`src/ims_pkg.sv`:
```
// shared types, constants and the state table of the ice maker sequencer
`default_nettype none
package ims_pkg;

  localparam int TIMER_BITS_DEF = 20;
  localparam int COUNT_BITS_DEF = 16;
  localparam int MAX_CHAIN_DEF  = 9;

  localparam int LIMIT_W    = 20;
  localparam int STATE_W    = 4;
  localparam int RELAY_W    = 4;
  localparam int BATCH_W    = 16;
  localparam int CFG_ADDR_W = 3;
  localparam int IN_DATA_W  = 8;
  localparam int OUT_DATA_W = 48;

  localparam logic [STATE_W-1:0] NUM_STATES = 4'd9;
  localparam logic [STATE_W-1:0] COOL_STATE = 4'd0;
  localparam logic [STATE_W-1:0] DROP_STATE = 4'd5;

  // configuration register indexes
  localparam logic [CFG_ADDR_W-1:0] REG_START_STATE = 3'd0;
  localparam logic [CFG_ADDR_W-1:0] REG_MAKE_ICE    = 3'd1;
  localparam logic [CFG_ADDR_W-1:0] REG_DROP_REFILL = 3'd2;
  localparam logic [CFG_ADDR_W-1:0] REG_DROP        = 3'd3;
  localparam logic [CFG_ADDR_W-1:0] REG_CLEANUP     = 3'd4;

  localparam logic [LIMIT_W-1:0] MAKE_ICE_RST    = 20'd600000;
  localparam logic [LIMIT_W-1:0] DROP_REFILL_RST = 20'd60000;
  localparam logic [LIMIT_W-1:0] DROP_RST        = 20'd40000;
  localparam logic [LIMIT_W-1:0] CLEANUP_RST     = 20'd120000;
  localparam logic [LIMIT_W-1:0] NO_LIMIT_LEFT   = '1;

  // relay patterns: bit0 hot gas, bit1 pump, bit2 water, bit3 compressor
  localparam logic [RELAY_W-1:0] RLY_COMP_PUMP     = 4'd10;
  localparam logic [RELAY_W-1:0] RLY_COMP_GAS      = 4'd9;
  localparam logic [RELAY_W-1:0] RLY_COMP_WTR_GAS  = 4'd13;
  localparam logic [RELAY_W-1:0] RLY_COMP_PUMP_GAS = 4'd11;
  localparam logic [RELAY_W-1:0] RLY_PUMP          = 4'd2;
  localparam logic [RELAY_W-1:0] RLY_PUMP_WTR      = 4'd6;
  localparam logic [RELAY_W-1:0] RLY_OFF           = 4'd0;

  typedef enum logic [1:0] {
    W_NONE = 2'd0,
    W_LOW  = 2'd1,
    W_HIGH = 2'd2
  } watch_e;

  typedef struct packed {
    logic [CFG_ADDR_W-1:0] limit_reg;  // REG_START_STATE means no limit
    watch_e                bin_watch;
    watch_e                evap_watch;
    logic [RELAY_W-1:0]    relays;
    logic [STATE_W-1:0]    next;
  } seq_entry_t;

  // controller to datapath
  typedef struct packed {
    logic cfg_we;
    logic tick;
    logic restart;
    logic enter_next;
    logic load_out;
  } ims_cmd_t;

  // datapath to controller
  typedef struct packed {
    logic ends;
  } ims_sts_t;

  function automatic seq_entry_t seq_lookup(input logic [STATE_W-1:0] s);
    seq_entry_t e;
    unique case (s)
      4'd0:    e = '{REG_START_STATE, W_NONE, W_HIGH, RLY_COMP_PUMP,     4'd1};
      4'd1:    e = '{REG_MAKE_ICE,    W_NONE, W_NONE, RLY_COMP_PUMP,     4'd2};
      4'd2:    e = '{REG_START_STATE, W_NONE, W_LOW,  RLY_COMP_GAS,      4'd3};
      4'd3:    e = '{REG_START_STATE, W_LOW,  W_NONE, RLY_OFF,           4'd4};
      4'd4:    e = '{REG_DROP_REFILL, W_NONE, W_NONE, RLY_COMP_WTR_GAS,  4'd5};
      4'd5:    e = '{REG_DROP,        W_NONE, W_NONE, RLY_COMP_PUMP_GAS, 4'd0};
      4'd6:    e = '{REG_START_STATE, W_NONE, W_LOW,  RLY_COMP_GAS,      4'd7};
      4'd7:    e = '{REG_CLEANUP,     W_NONE, W_NONE, RLY_PUMP,          4'd8};
      4'd8:    e = '{REG_START_STATE, W_NONE, W_NONE, RLY_PUMP_WTR,      4'd7};
      default: e = '{REG_START_STATE, W_NONE, W_HIGH, RLY_COMP_PUMP,     4'd1};
    endcase
    return e;
  endfunction

  function automatic logic watch_hit(input watch_e w, input logic level);
    return ((w == W_LOW) && !level) || ((w == W_HIGH) && level);
  endfunction

endpackage
`default_nettype wire

```
`src/ims_ctrl.sv`:
```
// controller state machine: accepts beats, steps the transition chain, loads results
`default_nettype none
module ims_ctrl
  import ims_pkg::*;
#(
  parameter int MAX_CHAIN = MAX_CHAIN_DEF
) (
  input  wire logic     clk_i,
  input  wire logic     rst_ni,
  input  wire logic     s_axis_tvalid,
  output logic          s_axis_tready,
  input  wire logic     s_axis_tuser,
  output logic          m_axis_tvalid,
  input  wire logic     m_axis_tready,
  input  wire logic     cfg_valid_i,
  output logic          cfg_ready_o,
  input  wire ims_sts_t sts_i,
  output ims_cmd_t      cmd_o
);

  localparam int CHAIN_W = $clog2(MAX_CHAIN + 1);

  typedef enum logic [1:0] {
    ST_IDLE,
    ST_TEST,
    ST_FIN
  } ctrl_state_e;

  ctrl_state_e        state_q, state_d;
  logic [CHAIN_W-1:0] chain_q, chain_d;
  logic               out_valid_q, out_valid_d;
  logic               accept, out_free;

  assign accept   = (state_q == ST_IDLE) && s_axis_tvalid;
  assign out_free = !out_valid_q || m_axis_tready;

  assign s_axis_tready = (state_q == ST_IDLE);
  assign cfg_ready_o   = (state_q == ST_IDLE);
  assign m_axis_tvalid = out_valid_q;

  always_comb begin
    state_d          = state_q;
    chain_d          = chain_q;
    out_valid_d      = out_valid_q && !m_axis_tready;
    cmd_o            = '0;
    cmd_o.cfg_we     = cfg_valid_i && (state_q == ST_IDLE);
    cmd_o.tick       = accept && !s_axis_tuser;
    cmd_o.restart    = accept && s_axis_tuser;
    unique case (state_q)
      ST_IDLE: begin
        chain_d = '0;
        if (accept) begin
          state_d = s_axis_tuser ? ST_FIN : ST_TEST;
        end
      end
      ST_TEST: begin
        if (sts_i.ends && (chain_q < CHAIN_W'(MAX_CHAIN))) begin
          cmd_o.enter_next = 1'b1;
          chain_d          = chain_q + 1'b1;
        end else begin
          state_d = ST_FIN;
        end
      end
      ST_FIN: begin
        if (out_free) begin
          cmd_o.load_out = 1'b1;
          out_valid_d    = 1'b1;
          state_d        = ST_IDLE;
        end
      end
      default: state_d = ST_IDLE;
    endcase
  end

  always_ff @(posedge clk_i or negedge rst_ni) begin
    if (!rst_ni) begin
      state_q     <= ST_IDLE;
      chain_q     <= '0;
      out_valid_q <= 1'b0;
    end else begin
      state_q     <= state_d;
      chain_q     <= chain_d;
      out_valid_q <= out_valid_d;
    end
  end

endmodule
`default_nettype wire

```
`src/ims_dp.sv`:
```
// datapath: dwell limits, state, timer, batch counter and result register
`default_nettype none
module ims_dp
  import ims_pkg::*;
#(
  parameter int TIMER_BITS = TIMER_BITS_DEF,
  parameter int COUNT_BITS = COUNT_BITS_DEF
) (
  input  wire logic                    clk_i,
  input  wire logic                    rst_ni,
  input  wire logic [CFG_ADDR_W-1:0]   cfg_addr_i,
  input  wire logic [LIMIT_W-1:0]      cfg_data_i,
  input  wire logic [IN_DATA_W-1:0]    in_data_i,
  input  wire ims_cmd_t                cmd_i,
  output ims_sts_t                     sts_o,
  output logic [OUT_DATA_W-1:0]        out_data_o
);

  localparam int CMP_W = (TIMER_BITS > LIMIT_W) ? TIMER_BITS : LIMIT_W;

  logic [STATE_W-1:0]    cur_state_q, cur_state_d;
  logic [TIMER_BITS-1:0] elapsed_q, elapsed_d;
  logic [RELAY_W-1:0]    relay_q, relay_d;
  logic [COUNT_BITS-1:0] batch_q, batch_d;
  logic [LIMIT_W-1:0]    lim_q [1:4];
  logic                  bin_q, evap_q;
  logic [OUT_DATA_W-1:0] out_q;

  seq_entry_t                    cur_e, tgt_e;
  logic                          enter, has_limit, past_limit, start_ok;
  logic [STATE_W-1:0]            target;
  logic [LIMIT_W-1:0]            limit, time_left;
  logic [CMP_W-1:0]              lim_ext, el_ext;
  logic [COUNT_BITS+BATCH_W-1:0] batch_ext;

  assign cur_e     = seq_lookup(cur_state_q);
  assign has_limit = (cur_e.limit_reg != REG_START_STATE);
  always_comb begin
    case (cur_e.limit_reg)
      REG_MAKE_ICE:    limit = lim_q[1];
      REG_DROP_REFILL: limit = lim_q[2];
      REG_DROP:        limit = lim_q[3];
      REG_CLEANUP:     limit = lim_q[4];
      default:         limit = '0;
    endcase
  end
  assign lim_ext    = CMP_W'(limit);
  assign el_ext     = CMP_W'(elapsed_q);
  assign past_limit = (el_ext >= lim_ext);
  assign time_left  = !has_limit ? NO_LIMIT_LEFT :
                      past_limit ? '0 : LIMIT_W'(lim_ext - el_ext);

  assign sts_o.ends = (has_limit && past_limit) ||
                      watch_hit(cur_e.evap_watch, evap_q) ||
                      watch_hit(cur_e.bin_watch, bin_q);

  // start state write takes effect only when its low state bits give a valid state number
  assign start_ok = cmd_i.cfg_we && (cfg_addr_i == REG_START_STATE) &&
                    (cfg_data_i[STATE_W-1:0] < NUM_STATES);

  assign enter  = cmd_i.enter_next || cmd_i.restart || start_ok;
  assign target = cmd_i.enter_next ? cur_e.next :
                  cmd_i.restart    ? COOL_STATE : cfg_data_i[STATE_W-1:0];
  assign tgt_e  = seq_lookup(target);

  always_comb begin
    cur_state_d = cur_state_q;
    elapsed_d   = elapsed_q;
    relay_d     = relay_q;
    batch_d     = batch_q;
    if (enter) begin
      cur_state_d = target;
      elapsed_d   = '0;
      relay_d     = tgt_e.relays;
      if (target == DROP_STATE) begin
        batch_d = batch_q + 1'b1;
      end
    end else if (cmd_i.tick && (elapsed_q != '1)) begin
      elapsed_d = elapsed_q + 1'b1;
    end
  end

  always_ff @(posedge clk_i or negedge rst_ni) begin
    if (!rst_ni) begin
      cur_state_q <= COOL_STATE;
      elapsed_q   <= '0;
      relay_q     <= RLY_COMP_PUMP;
      batch_q     <= '0;
      lim_q[1]    <= MAKE_ICE_RST;
      lim_q[2]    <= DROP_REFILL_RST;
      lim_q[3]    <= DROP_RST;
      lim_q[4]    <= CLEANUP_RST;
    end else begin
      cur_state_q <= cur_state_d;
      elapsed_q   <= elapsed_d;
      relay_q     <= relay_d;
      batch_q     <= batch_d;
      if (cmd_i.cfg_we) begin
        case (cfg_addr_i)
          REG_MAKE_ICE:    lim_q[1] <= cfg_data_i;
          REG_DROP_REFILL: lim_q[2] <= cfg_data_i;
          REG_DROP:        lim_q[3] <= cfg_data_i;
          REG_CLEANUP:     lim_q[4] <= cfg_data_i;
          default:         ;
        endcase
      end
    end
  end

  assign batch_ext = {{BATCH_W{1'b0}}, batch_q};

  // thermostat levels of the beat and the result register
  always_ff @(posedge clk_i) begin
    if (cmd_i.tick || cmd_i.restart) begin
      bin_q  <= in_data_i[0];
      evap_q <= in_data_i[1];
    end
    if (cmd_i.load_out) begin
      out_q <= {4'b0, batch_ext[BATCH_W-1:0], time_left, cur_state_q, relay_q};
    end
  end

  assign out_data_o = out_q;

`ifndef NO_ASSERTIONS
  a_state_range: assert property (@(posedge clk_i) disable iff (!rst_ni)
    cur_state_q < NUM_STATES)
    else $error("state index out of table range");

  a_enter_clears: assert property (@(posedge clk_i) disable iff (!rst_ni)
    (cmd_i.enter_next || cmd_i.restart) |=> (elapsed_q == '0))
    else $error("timer not cleared on state entry");

  a_batch_drop: assert property (@(posedge clk_i) disable iff (!rst_ni)
    (batch_q != $past(batch_q)) |-> (cur_state_q == DROP_STATE))
    else $error("batch count moved outside drop entry");
`endif

endmodule
`default_nettype wire

```
`src/ice_maker_cycle_sequencer.sv`:
```
// flow: a tick beat goes through the test state, one chained entry per pass, then the final state that loads its result
// a restart beat goes straight to the final state; a stalled output holds the final state until it is free
// the input is not ready again until the result is loaded, so a new beat waits until the last one is through
// reset: asynchronous active low; state 0 with relays 10, timer and batch count zero
// dwell limits return to their default values; no clearing pass
`default_nettype none
module ice_maker_cycle_sequencer
  import ims_pkg::*;
#(
  parameter int TIMER_BITS = TIMER_BITS_DEF,
  parameter int COUNT_BITS = COUNT_BITS_DEF,
  parameter int MAX_CHAIN  = MAX_CHAIN_DEF
) (
  input  wire logic                  clk_i,
  input  wire logic                  rst_ni,
  input  wire logic                  s_axis_tvalid,
  output logic                       s_axis_tready,
  input  wire logic [IN_DATA_W-1:0]  s_axis_tdata,   // bin_thermo, evap_thermo
  input  wire logic                  s_axis_tuser,   // req_type
  output logic                       m_axis_tvalid,
  input  wire logic                  m_axis_tready,
  output logic [OUT_DATA_W-1:0]      m_axis_tdata,   // relay_on, state_index, time_left, batches
  input  wire logic                  cfg_valid_i,
  output logic                       cfg_ready_o,
  input  wire logic [CFG_ADDR_W-1:0] cfg_addr_i,
  input  wire logic [LIMIT_W-1:0]    cfg_data_i
);

  ims_cmd_t cmd;
  ims_sts_t sts;

  ims_ctrl #(
    .MAX_CHAIN(MAX_CHAIN)
  ) u_ctrl (
    .clk_i,
    .rst_ni,
    .s_axis_tvalid,
    .s_axis_tready,
    .s_axis_tuser,
    .m_axis_tvalid,
    .m_axis_tready,
    .cfg_valid_i,
    .cfg_ready_o,
    .sts_i (sts),
    .cmd_o (cmd)
  );

  ims_dp #(
    .TIMER_BITS(TIMER_BITS),
    .COUNT_BITS(COUNT_BITS)
  ) u_dp (
    .clk_i,
    .rst_ni,
    .cfg_addr_i,
    .cfg_data_i,
    .in_data_i  (s_axis_tdata),
    .cmd_i      (cmd),
    .sts_o      (sts),
    .out_data_o (m_axis_tdata)
  );

endmodule
`default_nettype wire

```
`config.mk`:
```
export PLATFORM = sky130hd
export DESIGN_NAME = ice_maker_cycle_sequencer
export DESIGN_NICKNAME = d
export VERILOG_FILES = /design/src/ims_pkg.sv /design/src/ims_ctrl.sv /design/src/ims_dp.sv /design/src/ice_maker_cycle_sequencer.sv
export SDC_FILE = /design/constraint.sdc
export NUM_CORES = 1
export LEC_CHECK = 0
export ABC_AREA = 1
export BUFFER_PORTS_ARGS = -buffer_cell sky130_fd_sc_hd__buf_2
export CORE_UTILIZATION = 39
export CTS_CLUSTER_SIZE = 16
export DETAILED_ROUTE_END_ITERATION = 7
export PLACE_DENSITY_LB_ADDON = 0.2
export SLEW_MARGIN = 20
export SYNTH_ARGS = -nofsm -noshare
export SYNTH_HDL_FRONTEND = slang
export SYNTH_SLANG_ARGS = --single-unit
```
`constraint.sdc`:
```
create_clock -name clk_i -period 3.9 [get_ports clk_i]
set_clock_uncertainty 0.1 [all_clocks]
set_input_delay 0.39 -clock clk_i [delete_from_list [all_inputs] [get_ports clk_i]]
set_output_delay 0.39 -clock clk_i [all_outputs]
set_load 0.005 [all_outputs]
```
==> flow_summary.yaml, run 1 <==
grt:
  grt_overflow_total: 0
  antenna_found_initial: 0
  grt_start_max_net_pins: 73
  grt_usage: 0.184
  grt_pass1_vias: 6788
  grt_pass1_wl_um: 34600
pwr:
  power_density_nw_per_um2: 785
  ir_drop_v: 0.000352
  p_leak_nw: 5.12
final_layout:
  drive_gt1_frac: 0.227
  fillers: 2165
  diodes: 0
  final_nets: 1212
  final_area_um2: 11100
  syn2layout_area_growth_pct: 22.7
critical_path:
  cp_data_required_time_ns: 4.16
  startpoint_type: "register"
  path_class: "register to register"
  cp.arrival_ns: 3.96
  crit_path_max_fanout: 7
  r2r_slack_ns: 0.20
  end_kind: "register"
clock_network:
  cts_tree: "done"
  cts-root-buf: "clkbuf_16"
  clkLatencyLatePin_ns: 0.43
  clockBufferDepth: 2
  cts_buffers: 17
  cts.sinks: 177
  cts_max_level: 4
  cts.clk_slew.worst_paths_ns: 0.08
floorplanning:
  coreArea_um2: 22600
  die_h_um: 154
  io_pins: 88
  std_cell_rows: 55
  die_w_um: 154
  start_util: 0.399
  dieArea_um2: 23800
logic_synthesis:
  yosys_warnings: 0
  synthCells: 1035
  syn_area_um2: 9020
  ys_types: 45
  synth_seq_cells: 177
  synthArstFlopShare: 0.740
  ys_seq_area_frac: 0.520
  syn_area_per_cell_um2: 8.72
  synth-edff-count: 46
  synth_flop_cell: "dfrtp_1"
timing:
  slew_headroom: 0.366
  fmax_mhz: 271
  maxSlewViolCount: 0
  hold_violations: 0
  tightestPinTransition_ns: 0.951
  timing.setup.tns_ns: 0
  finalSetupViolCount: 0
  timing.final.crit_period_ns: 3.70
  timing.hold.ws_ns: 0.000510
  post-route-period-util: 0.948
min_path:
  hp-class: "primary input to asynchronous set/reset pin"
placement:
  dp_hpwl_um: 14500
  place_area_um2: 9960
  io_buffers: 77
  gp_congestion: 0.845
drt:
  vias_per_cell: 4.96
  routed.top_layer: "met4"
  drc_errors: 0
  final_antenna_net_count: 0
  wl_met2_um: 9670
  wire_per_inst_um: 14.8
  drt_iter0_markers: 477
  wirelength_um: 21300
  route.met3.wl_um: 533
  vias: 7160
  drt_first_pass_iters: 5
  wl_met1_um: 10900
outcome:
  status: "completed"
job:
  drv_cap: 0
## routing by layer
layer,global-route usage,vias to the layer above
met5,0,-
met4,0.0486,0
met3,0.0330,12
met2,0.283,113
met1,0.265,3387
li1,-,3648
## cells in the final DEF (no fill, tap or decap), types with 3 or more instances in the layout
master and n:
a21oi_1 28, a21oi_2 3, a22oi_1 17, a22oi_2 7, buf_12 7, buf_2 76
buf_4 38, buf_6 5, clkbuf_16 20, conb_1 4, dfrtp_1 100, dfstp_2 29
edfxtp_1 46, ha_1 15, ha_4 13, inv_1 94, inv_12 3, inv_2 7
inv_8 6, nand2_1 275, nand2_2 14, nand2_4 6, nand2_8 3, nand3_1 46
nand4_1 18, nor2_1 57, nor2_4 5, nor3_1 15, nor4_1 4, o21ai_0 123
xnor2_1 11, xor2_1 24
## worst max-delay path, cell delays in order (launching register included)
cell and delay, ns:
dfrtp_1 0.40, inv_2 0.09, nor2_4 0.15, nand2_2 0.10, inv_2 0.09, nor3_4 0.05
buf_12 0.14, a22o_1 0.18, a221oi_2 0.25, ha_2 0.24, inv_1 0.06, fa_2 0.34
nand2_1 0.08, a21oi_2 0.07, nand3_1 0.08, nand3_1 0.09, nand2_2 0.10, nand2_4 0.08
nand2_8 0.13, nand2_8 0.08, nand2_4 0.13, nand2_4 0.08, buf_4 0.15, nor2_1 0.11
nand2_1 0.09, nand2_1 0.06, nand2_1 0.04, nand2_1 0.05
## final timing paths
| check | start | end | cells after the start |
|---|---|---|---|
| min in group clk_i | s_axis_tdata[1] | u_dp.evap_q | 1 |
| worst max-delay path | u_dp.cur_state_q[2] | u_dp.relay_q[2] | 27 |
| worst min-delay path | rst_ni | u_dp.lim_q[56] | 1 |
| worst max register to register | u_dp.cur_state_q[2] | u_dp.relay_q[2] | 27 |
| max in group asynchronous | rst_ni | u_dp.relay_q[1] | 2 |
| worst min register to register | u_dp.relay_q[0] | u_dp.out_data_o[0] | 0 |
## cell usage after synthesis, types with 4 or more instances
cell / n / share of area
nand2_1: 286 / 0.12
o21ai_0: 123 / 0.068
dfrtp_1: 102 / 0.28
inv_1: 99 / 0.041
nor2_1: 61 / 0.025
edfxtp_1: 46 / 0.15
nand3_1: 46 / 0.026
a21oi_1: 30 / 0.017
clkbuf_1: 30 / 0.012
dfstp_2: 29 / 0.084
ha_1: 29 / 0.040
a22oi_1: 24 / 0.020
xor2_1: 24 / 0.023
nand4_1: 18 / 0.012
nor3_1: 17 / 0.0094
xnor2_1: 11 / 0.011
buf_4: 7 / 0.0058
nand2_4: 7 / 0.0087
nand2_2: 5 / 0.0035
nor4_1: 4 / 0.0028
## cell type report
| class | count | area [um^2] | share of cell area |
|---|---|---|---|
| well taps | 285 | 357 | 0.0322 |
| multi-input cells | 719 | 4100 | 0.370 |
| clock buffers | 18 | 450 | 0.0407 |
| clock inverters | 14 | 174 | 0.0157 |
| flip-flops and latches | 177 | 4700 | 0.424 |
| inverters | 102 | 383 | 0.0346 |
| repair buffers | 128 | 912 | 0.0824 |
## through the flow
stage / utilization / std cells / setup WS, ns / power [mW]
global placement: 0.440 / 1397 / 0.0398 / 6.53
detailed placement: 0.440 / 1397 / -0.0483 / 6.60
floorplan: - / 1038 / 0.206 / 5.41
global route: 0.489 / 1443 / -0.0476 / 9.42
CTS: 0.468 / 1429 / 0.0648 / 8.43
finish: 0.489 / 1443 / 0.205 / 8.70
## logic make-up after synthesis
group | synth area share
buffers and inverters | 0.0638
flip-flops | 0.520
adder cells (fa/ha/maj) | 0.0424
AND/OR/NAND/NOR | 0.221
other | 0.000416
AO/OA/AOI/OAI | 0.118
XOR/XNOR | 0.0340
## registers in the layout, summed over array words and instances (netlist names), 2 cells and up
signal and flops:
u_dp.el_ext 20, u_ctrl.chain_q 4, u_dp.relay_q 4, u_dp.batch_q 16, u_ctrl.state_q 2, u_dp.out_data_o 44
u_dp.lim_q 80, u_dp.cur_state_q 4
## timing repair
action	4_1_cts	5_1_grt
buffers inserted	0	12
pin swaps	0	20
hold buffers	0	0
resized for setup	4	61
setup endpoints to repair	11	53
gates cloned	0	2
## where the power goes
part	leakage [nW]	switching [mW]	internal, mW
sequential	2.05	0.327	2.74
clock	0.303	0.863	0.921
combinational	2.77	2.30	1.54
total	5.12	3.49	5.21
(Power assumes the default switching activity.)
==> run 2, diff against run 1 <==
--- a/config.mk
+++ b/config.mk
@@ -11,6 +11,7 @@
 export CTS_CLUSTER_SIZE = 16
 export DETAILED_ROUTE_END_ITERATION = 7
 export PLACE_DENSITY_LB_ADDON = 0.2
+export REMOVE_ABC_BUFFERS = 1
 export SLEW_MARGIN = 20
 export SYNTH_ARGS = -nofsm -noshare
 export SYNTH_HDL_FRONTEND = slang
==> run 2 against run 1 <==
  * Register-to-register slack worse by 0.02 ns
  * Fmax is 0.67% lower
  * Wire length shrank 1.9%
  * Die area unchanged
  * Via count grew 0.28%
  * Global-route usage is essentially flat
  * Sequential cell count is the same
  * Setup slack got worse by 0.025 ns
  * Cell count up 0.28%
==> flow_summary.yaml, run 2 (same netlist as run 1, synthesis figures left out) <==
outcome:
  status: "completed"
floorplanning:
  die_h_um: 154
  start_util: 0.399
  die_w_um: 154
  std_cell_rows: 55
  dieArea_um2: 23800
  coreArea_um2: 22600
  io_pins: 88
timing:
  post-route-period-util: 0.954
  timing.hold.ws_ns: 0.0300
  slew_headroom: 0.391
  hold_violations: 0
  finalSetupViolCount: 0
  timing.final.crit_period_ns: 3.72
  maxSlewViolCount: 0
  worst_slack_ns: 0.180
  timing.setup.tns_ns: 0
  tightestPinTransition_ns: 0.914
  fmax_mhz: 269
critical_path:
  crit_chain: "inv_2 -> buf_4 -> nand2_2 -> nor3_4 -> buf_12 -> a22o_1 -> a221oi_2 -> ha_2 -> inv_1 -> fa_2 -> nand2_2 -> a21oi_4 -> nand3_1 -> nand3_1 -> nand2_2 -> nand2_2 -> nand2_4 -> nand2_8 -> nand2_4 -> nand2_4 -> nor2_8 -> clkbuf_16 -> nand3_1 -> nand2_1"
  startpoint_type: "register"
  cp.arrival_ns: 3.99
  end_kind: "register"
  cpPeakStageDelay_ns: 0.45
  crit_top_cell: "nand2_2"
  crit_slowest_cell: "dfrtp_1"
  path_class: "register to register"
  cp_top_family: "simple AND/OR/NAND/NOR gates"
  crit_path_max_fanout: 8
  timing.critical_path.buf_inv: 5
  cp_data_required_time_ns: 4.17
final_layout:
  layout.cells.non_filler: 1447
  largest_register_ffs: 80
  syn2layout_area_growth_pct: 22.5
  layout_commonest_cell: "nand2_1"
  multi_input_area_um2: 4060
  final_nets: 1216
  regArea_um2: 4700
  final_cell_mix: "nand2_1 (273), o21ai_0 (123), dfrtp_1 (100)"
  final_area_um2: 11100
  largest_register: "u_dp.lim_q"
  drive_gt1_frac: 0.228
  fillers: 2140
  diodes: 0
drt:
  drt_first_pass_iters: 5
  drt_iter0_markers: 518
  wire_per_inst_um: 14.4
  final_antenna_net_count: 0
  vias_per_cell: 4.96
  drc_errors: 0
  vias: 7180
  wirelength_um: 20900
clock_network:
  cts.sinks: 177
  cts-root-buf: "clkbuf_16"
  cts_buffers: 17
  cts_tree: "done"
  clkLatencyLatePin_ns: 0.43
  cts.clk_slew.worst_paths_ns: 0.07
  clockBufferDepth: 2
  cts_max_level: 4
placement:
  gp_congestion: 0.893
  dp.cells: 1407
  dp_hpwl_um: 14500
  place_ws_ns: -0.0567
  io_buffers: 77
  place_area_um2: 10000
pwr:
  p_leak_nw: 5.13
  ir_drop_v: 0.000445
  power_density_nw_per_um2: 778
grt:
  antenna_found_initial: 0
  grt_overflow_total: 0
  grt_start_max_net_pins: 63
  grt_pass1_vias: 6958
  grt_usage: 0.184
  grt_pass1_wl_um: 34500
min_path:
  hp-class: "primary input to register"
job:
  drv_cap: 0
[run 2: cell count changes in the layout (fill, tap and decap cells not counted), moves of 2 or more]
cell / change
inv_12: -2
nor2_2: +2
inv_6: +2
clkinv_8: +4
nand2_1: -2
a21oi_2: -2
clkbuf_16: -2
ha_1: +3
inv_8: -3
ha_4: -3
nand2_2: +3
buf_4: +7
buf_6: -4
[run 2: final cells by class]
| class | instances | area share |
|---|---|---|
| clock inverter | 15 | 0.0192 |
| inverter | 102 | 0.0346 |
| multi-input combinational | 719 | 0.367 |
| timing repair buffer | 132 | 0.0832 |
| tap | 285 | 0.0323 |
| clock buffer | 17 | 0.0385 |
| sequential | 177 | 0.425 |
[run 2: path summary, 6_finish.rpt]
path	startpoint	to	slack, ns	depth (start not counted)
setup / recovery	u_dp.cur_state_q[1]	u_dp.batch_q[0]	0.18	24
hold / removal	s_axis_tdata[0]	u_dp.bin_q	0.03	1
setup reg to reg	u_dp.cur_state_q[1]	u_dp.batch_q[0]	0.18	24
hold reg to reg	u_dp.relay_q[2]	u_dp.out_data_o[2]	0.36	0
max in group asynchronous	rst_ni	u_dp.relay_q[3]	2.33	3
min in group asynchronous	rst_ni	u_dp.batch_q[12]	0.49	2
[run 2: layer usage]
metal,GRT usage,part of all wire,vias up
met5,0,0,-
met4,0.0533,0.014,0
met3,0.0330,0.030,17
met2,0.299,0.47,128
met1,0.251,0.49,3379
li1,-,-,3656
[run 2: where the power goes]
| part | total [mW] | internal, mW | switching [mW] | leakage, nW |
|---|---|---|---|---|
| combinational | 3.72 | 1.48 | 2.24 | 2.77 |
| sequential | 3.09 | 2.74 | 0.343 | 2.05 |
| clock | 1.80 | 0.941 | 0.857 | 0.308 |
| total | 8.61 | 5.17 | 3.44 | 5.13 |
[run 2: per-stage QoR]
step / power, mW / util
2_1_floorplan: 5.32 / -
3_3_place_gp: 6.52 / 0.443
3_5_place_dp: 6.58 / 0.443
4_1_cts: 8.41 / 0.472
5_1_grt: 9.34 / 0.488
6_report: 8.61 / 0.488
[run 2: repair_timing]
| item | 4_1_cts | 5_1_grt |
|---|---|---|
| resized for setup | 1 | 58 |
| pin swaps | 0 | 19 |
| gates cloned | 0 | 1 |
| setup buffers | 0 | 6 |
| hold endpoints to repair | 10 | 0 |
| endpoints found under the setup margin | 22 | 52 |
| hold buffers | 1 | 0 |
==> run 3, diff against run 2 <==
--- a/config.mk
+++ b/config.mk
@@ -7,6 +7,8 @@
 export LEC_CHECK = 0
 export ABC_AREA = 1
 export BUFFER_PORTS_ARGS = -buffer_cell sky130_fd_sc_hd__buf_2
+export CELL_PAD_IN_SITES_DETAIL_PLACEMENT = 0
+export CELL_PAD_IN_SITES_GLOBAL_PLACEMENT = 1
 export CORE_UTILIZATION = 39
 export CTS_CLUSTER_SIZE = 16
 export DETAILED_ROUTE_END_ITERATION = 7
==> run 3 against run 2 <==
  * Sequential share of layout area is 0.33 points higher
  * Sequential cell count stayed put
  * Sequential power down 1%
  * Count of clock-buffer cells in the layout is 2 higher
  * Setup slack lost 0.0062 ns
  * Die area unchanged
  * Critical path type unchanged
  * Critical endpoint is now u_dp.batch_q[3]
  * Largest cell class unchanged
  * Largest power group unchanged
  * Highest routed layer unchanged
==> flow_summary.yaml, run 3 (same netlist as run 1, synthesis figures left out) <==
outcome:
  status: "completed"
min_path:
  hp-class: "primary input to register"
final_layout:
  layout.cells.non_filler: 1452
  final_cell_mix: "nand2_1 (282), o21ai_0 (123), dfrtp_1 (102)"
  layout_commonest_cell: "nand2_1"
  largest_register: "u_dp.lim_q"
  syn2layout_area_growth_pct: 21.5
  largest_register_ffs: 80
  diodes: 0
  final_nets: 1221
  fillers: 2212
  drive_gt1_frac: 0.213
clock_network:
  clkLatencyLatePin_ns: 0.43
  cts-root-buf: "clkbuf_16"
  cts.sinks: 177
  clockBufferDepth: 2
  cts_max_level: 4
  cts_tree: "done"
  cts.clk_slew.worst_paths_ns: 0.07
  cts_buffers: 17
critical_path:
  path_class: "register to register"
  end_kind: "register"
  cp.arrival_ns: 3.99
  cp_data_required_time_ns: 4.17
  crit_path_max_fanout: 8
  crit_slowest_cell: "dfrtp_1"
  crit_top_cell: "nand2_1"
  cpPeakStageDelay_ns: 0.41
  timing.critical_path.buf_inv: 5
  startpoint_type: "register"
  cp_top_family: "simple AND/OR/NAND/NOR gates"
drt:
  vias_per_cell: 4.91
  wire_per_inst_um: 15.3
  drt_iter0_markers: 329
  vias: 7123
  final_antenna_net_count: 0
  wirelength_um: 22200
  drc_errors: 0
  drt_first_pass_iters: 5
timing:
  post-route-period-util: 0.955
  tightestPinTransition_ns: 1.01
  fmax_mhz: 268
  hold_violations: 0
  maxSlewViolCount: 0
  slew_headroom: 0.325
  finalSetupViolCount: 0
  timing.final.crit_period_ns: 3.73
grt:
  grt_pass1_wl_um: 35300
  grt_start_max_net_pins: 82
  grt_overflow_total: 0
  antenna_found_initial: 0
  grt_pass1_vias: 6913
  grt_usage: 0.190
pwr:
  power_mw: 8.60
  p_leak_nw: 5.15
  ir_drop_v: 0.000428
  power_density_nw_per_um2: 784
placement:
  io_buffers: 77
  dp_hpwl_um: 15100
  dp.cells: 1405
  gp_congestion: 0.828
floorplanning:
  die_h_um: 154
  std_cell_rows: 55
  coreArea_um2: 22600
  die_w_um: 154
  dieArea_um2: 23800
  io_pins: 88
  start_util: 0.399
job:
  drv_cap: 0
[run 3: cell types whose count changed in the layout (fill, tap and decap cells not counted), sizes merged]
cell,delta
buf,+4
bufinv,-1
clkbuf,+1
clkinv,-2
clkinvlp,+1
nand2,+2
[run 3: report_power, final]
| group | switching [mW] | leakage (nW) | internal (mW) | total [mW] |
|---|---|---|---|---|
| logic | 2.35 | 2.81 | 1.50 | 3.86 |
| registers | 0.308 | 2.05 | 2.74 | 3.05 |
| clock network | 0.796 | 0.286 | 0.895 | 1.69 |
| total | 3.46 | 5.15 | 5.14 | 8.60 |
[run 3: routing by layer]
layer  up-vias  track usage  share of wire
met3        21       0.0318          0.026
met4         0       0.0557          0.017
li1       3654            -              -
met5         -            0              0
met2       118        0.325           0.49
met1      3330        0.248           0.47
[run 3: area by class of cell]
type / instances / area, um^2 / share of cell area
Clock buffer: 19 / 464 / 0.0423
Clock inverter: 13 / 116 / 0.0106
Inverter: 102 / 383 / 0.0349
Multi-Input combinational cell: 721 / 4020 / 0.366
Sequential cell: 177 / 4700 / 0.428
Tap cell: 285 / 357 / 0.0325
Timing Repair Buffer: 135 / 932 / 0.0850
[run 3: path summary, 6_finish.rpt]
path                                           from            endpoint  slack (ns)  cells after the start
worst max-delay path            u_dp.cur_state_q[0]     u_dp.batch_q[3]        0.17                     26
worst min-delay path                s_axis_tdata[0]          u_dp.bin_q        0.03                      1
worst max register to register  u_dp.cur_state_q[0]     u_dp.batch_q[3]        0.17                     26
worst min register to register      u_dp.relay_q[2]  u_dp.out_data_o[2]        0.36                      0
max in group asynchronous                    rst_ni      u_dp.lim_q[14]        2.35                      3
min in group asynchronous                    rst_ni      u_dp.lim_q[27]        0.43                      2
[run 3: through the flow]
stage | utilization | TNS, ns | setup WS (ns) | cell area (um^2) | hold slack (ns)
floorplan | - | -33.37 | -0.919 | 8840 | -0.00559
global placement | 0.441 | -0.693 | -0.0443 | 9990 | 0.337
detailed placement | 0.441 | -2.38 | -0.126 | 9990 | 0.346
CTS | 0.468 | 0 | 0.00509 | 10600 | 0.0186
global route | 0.484 | -1.13 | -0.0826 | 11000 | 0.0216
finish | 0.484 | 0 | 0.174 | 11000 | 0.0330
[run 3: worst reg2reg max path: cells and delay by family (launching register included)]
kind / cells / cell delay, ns
AND/OR/NAND/NOR: 18 / 1.85
buffers and inverters: 5 / 0.60
adder cells (fa/ha/maj): 2 / 0.55
flip-flops: 1 / 0.41
AO/OA/AOI/OAI: 1 / 0.14
[run 3: repair_timing]
item	in CTS	in global routing
hold endpoints to repair	31	0
hold buffers	1	0
pin swaps	0	16
buffers inserted	0	12
gates cloned	0	2
setup endpoints to repair	29	47
resized for setup	1	42
